--- config.mk ---
export PLATFORM = sky130hd
export DESIGN_NAME = hsc_fifo
export DESIGN_NICKNAME = d
export VERILOG_FILES = /design/src/hsc_fifo.sv
export SDC_FILE = /design/constraint.sdc
export NUM_CORES = 1
export LEC_CHECK = 0
export BUFFER_PORTS_ARGS = -buffer_cell sky130_fd_sc_hd__buf_2
export CAP_MARGIN = 25
export CELL_PAD_IN_SITES_DETAIL_PLACEMENT = 0
export CELL_PAD_IN_SITES_GLOBAL_PLACEMENT = 2
export CORE_AREA = 2 2 39 41
export DETAILED_ROUTE_END_ITERATION = 10
export DIE_AREA = 0 0 41 43
export PLACE_DENSITY = 0.52
export SLEW_MARGIN = 20
export SYNTH_ARGS = -nofsm -noshare
export SYNTH_HDL_FRONTEND = slang
export SYNTH_SLANG_ARGS = --single-unit
--- constraint.sdc ---
create_clock -name clk -period 2.8 [get_ports clk]
set_clock_uncertainty 0.05 [all_clocks]
set_input_delay 0.28 -clock clk [delete_from_list [all_inputs] [get_ports clk]]
set_output_delay 0.28 -clock clk [all_outputs]
set_load 0.005 [all_outputs]
--- src/hsc_fifo.sv ---
// small first-in first-out queue of generic items
module hsc_fifo #(
	parameter int DEPTH = 2,
	parameter type item_t = logic
) (
	input  logic  clk,
	input  logic  arst_n,
	input  logic  push,
	input  item_t wdata,
	output logic  full,
	input  logic  pop,
	output item_t rdata,
	output logic  empty
);
	localparam int AW = (DEPTH > 1) ? $clog2(DEPTH) : 1;
	localparam int CW = $clog2(DEPTH + 1);

	item_t          mem_q [DEPTH];
	logic [AW-1:0]  wr_q;
	logic [AW-1:0]  rd_q;
	logic [CW-1:0]  cnt_q;
	logic           do_push;
	logic           do_pop;

	assign full    = (cnt_q == CW'(DEPTH));
	assign empty   = (cnt_q == '0);
	assign do_push = push && !full;
	assign do_pop  = pop && !empty;
	assign rdata   = mem_q[rd_q];

	always_ff @(posedge clk or negedge arst_n) begin
		if (!arst_n) begin
			wr_q  <= '0;
			rd_q  <= '0;
			cnt_q <= '0;
		end else begin
			if (do_push) begin
				wr_q <= (wr_q == AW'(DEPTH - 1)) ? '0 : wr_q + AW'(1);
			end
			if (do_pop) begin
				rd_q <= (rd_q == AW'(DEPTH - 1)) ? '0 : rd_q + AW'(1);
			end
			if (do_push && !do_pop) begin
				cnt_q <= cnt_q + CW'(1);
			end else if (do_pop && !do_push) begin
				cnt_q <= cnt_q - CW'(1);
			end
		end
	end

	always_ff @(posedge clk) begin
		if (do_push) begin
			mem_q[wr_q] <= wdata;
		end
	end

endmodule

==> results.toml <==
[hold_path]
hold_start = "wdata"
hp-class = "in2reg"

[die]
start_util_pct = 19.35
io_pins = 8
row_count = 14
die_w_um = 41
dieArea_um2 = 1763
die_h_um = 43
coreArea_um2 = 1384

[yosys]
synth_largest_area_cell = "dfrtp_1"
synth_cell_types = 12
syn_inst = 22
synth_nets = 28
ys_seq_area_share_pct = 59.81
yosysTopAreaCellShare_pct = 37.38
ys_ff_latch = 6
ys_warn_count = 0
synth_area_per_cell_um2 = 12.17
yosys-top-cells-area = "dfrtp_1, edfxtp_1, xnor2_1"
synthesis.area_um2 = 267.8

[final_layout]
final_cell_mix = "buf_2, dfrtp_1, nor2_1, xnor2_1, clkbuf_4"
layout_commonest_cell = "buf_2"
syn_to_final_growth_pct = 34.11
final_cells = 50
diodes = 0
final_nets = 41
drive_gt1_share_pct = 32.35

[sta]
min_period_ps = 1516
hold_violations = 0
timing.final.crit_share_pct = 54.15
finalSetupTns_ps = 0
worst_pin_slew_ps = 213.0
fmax_mhz = 659.6
rsz0062_at_grt = "false"
setup_viol = 0
final_max_slew_viol_count = 0
relSlewSlack_pct = 85.71

[drt]
vias = 184
via_per_inst = 3.680
drc = 0
drt-initial-drc-count = 5
drtAntennaViolNets = 0
wl_per_cell_um = 9.100
wirelength_um = 455
dr.pass1.iters = 2

[global_route]
grt_pass1_vias = 191
grt_usage_pct = 7.273
overflow = 0
grt_max_degree = 6
grt_pass1_wl_um = 772
antenna_found_initial = 0

[setup_path]
rr_worst_depth = 6
cp-endpoint = "cnt_q[1]"
slowest_stage = "dfrtp_1"
regToRegSetupSlack_ps = 1280
max_stage_delay_ps = 420
path_class = "reg2reg"
r2r-end = "cnt_q[1]"
cp.required_ps = 2920
cp-end-kind = "register"
cp_data_arrival_time_ps = 1630
critical_path_buf_inv_count = 1
critical-path-top-delay-family = "simple AND/OR/NAND/NOR gates"
start_kind = "register"
cp_max_fo = 5
cp_num_cells = 6
critPathLaunch = "cnt_q[0]"
path_cells = "nand2b_1 > nand2_1 > inv_1 > ha_1 > nor2_1 > xor2_1"
r2r_start = "cnt_q[0]"

[status]
status = "completed"

[run]
drv_cap = 0

[clock_network]
insertion_delay_ps = 240
ctsResizeCount = 0
clock_path_buffers = 2
cts_tree = "done"
clock-sinks = 6
cts-htree-levels = 1
clk_pin_slew_worst_paths_ps = 50
cts_buffers = 3
cts_root_buf = "clkbuf_4"

[power_and_ir_drop]
powerDensity_nw_per_um2 = 1089
p_int_mw = 0.2641
clkPwrFrac_pct = 22.1
p_sw_share_pct = 32.48
p_seq_share_pct = 42.5
p_leak_nw = 0.1741
combinationalPowerShare_pct = 35.4
switchingPower_mw = 0.1270
ir_drop_mv = 0.2247

[placement]
routabilityCongestion = 0.6574
dp_cells = 45
portBuffers = 7
repair_timing:
item / 4_1_cts / 5_1_grt
hold endpoints to repair: 4 / 0
setup buffers: 0 / 0
hold buffers: 1 / 0
cells in the mapped netlist:
cell / count
nand2_1: 1
xor2_1: 2
nand2b_1: 1
ha_1: 1
and3_1: 1
o21ai_1: 1
mux2_2: 1
edfxtp_1: 2
xnor2_1: 3
dfrtp_1: 4
inv_1: 2
nor2_1: 3
how the worst min path moves through the flow:
| stage | end | depth (start not counted) |
|---|---|---|
| floorplan | cnt_q[0] | 0 |
| global placement | cnt_q[1] | 1 |
| detailed placement | cnt_q[1] | 1 |
| CTS | mem_q[0] | 1 |
| global route | mem_q[0] | 1 |
| finish | mem_q[0] | 1 |
sequential cells by signal (all words and copies together), names as in the netlist:
signal,count
mem_q,2
rd_q,1
cnt_q,2
wr_q,1
power groups by stage:
stage | sequential (mW) | clock, mW | combinational, mW
6_report | 0.166 | 0.0865 | 0.138
3_3_place_gp | 0.165 | 0 | 0.138
2_1_floorplan | 0.160 | 0 | 0.103
5_1_grt | 0.173 | 0.0974 | 0.163
4_1_cts | 0.166 | 0.0898 | 0.143
3_5_place_dp | 0.167 | 0 | 0.141
area by class of cell:
cell class                 instances  area (µm²)
timing repair buffer               8       45.04
clock buffer                       4       26.28
inverter                           2       7.507
fill                             153        1025
tap                               16       20.02
multi-input combinational         14       100.1
sequential                         6       160.2
cell families (layout without fill, tap and decap cells):
| group | Yosys count | in the layout | synth area share [%] |
|---|---|---|---|
| AO/OA/AOI/OAI | 1 | 1 | 1.867 |
| XOR/XNOR | 5 | 5 | 16.36 |
| adder cells (fa/ha/maj) | 1 | 1 | 4.672 |
| buffers and inverters | 2 | 14 | 2.805 |
| flip-flops | 6 | 6 | 59.82 |
| multiplexers | 1 | 1 | 4.205 |
| AND/OR/NAND/NOR | 6 | 6 | 10.28 |
metrics by stage:
stage | total power [mW] | area [µm²] | setup WS [ps] | util [%] | hold WS, ps
floorplan | 0.2628 | 267.8 | 1389 | - | -65.59
global placement | 0.3032 | 322.8 | 1303 | 23.33 | 44.00
detailed placement | 0.3084 | 322.8 | 1285 | 23.33 | 43.05
CTS | 0.3990 | 359.1 | 1268 | 25.95 | 172.0
global route | 0.4338 | 359.1 | 1132 | 25.95 | 164.0
finish | 0.3911 | 359.1 | 1284 | 25.95 | 177.7
layer usage:
| metal | vias to the layer above | wire length [µm] | part of all wire [%] | GRT usage (%) |
|---|---|---|---|---|
| met2 | 6 | 244 | 54 | 8.750 |
| met4 | 0 | 19 | 4.2 | 8.000 |
| met1 | 81 | 174 | 38 | 8.525 |
| li1 | 95 | - | - | - |
| met3 | 2 | 17 | 3.7 | 3.141 |
| met5 | - | 0 | 0 | 0 |
(Power assumes the default switching activity.)
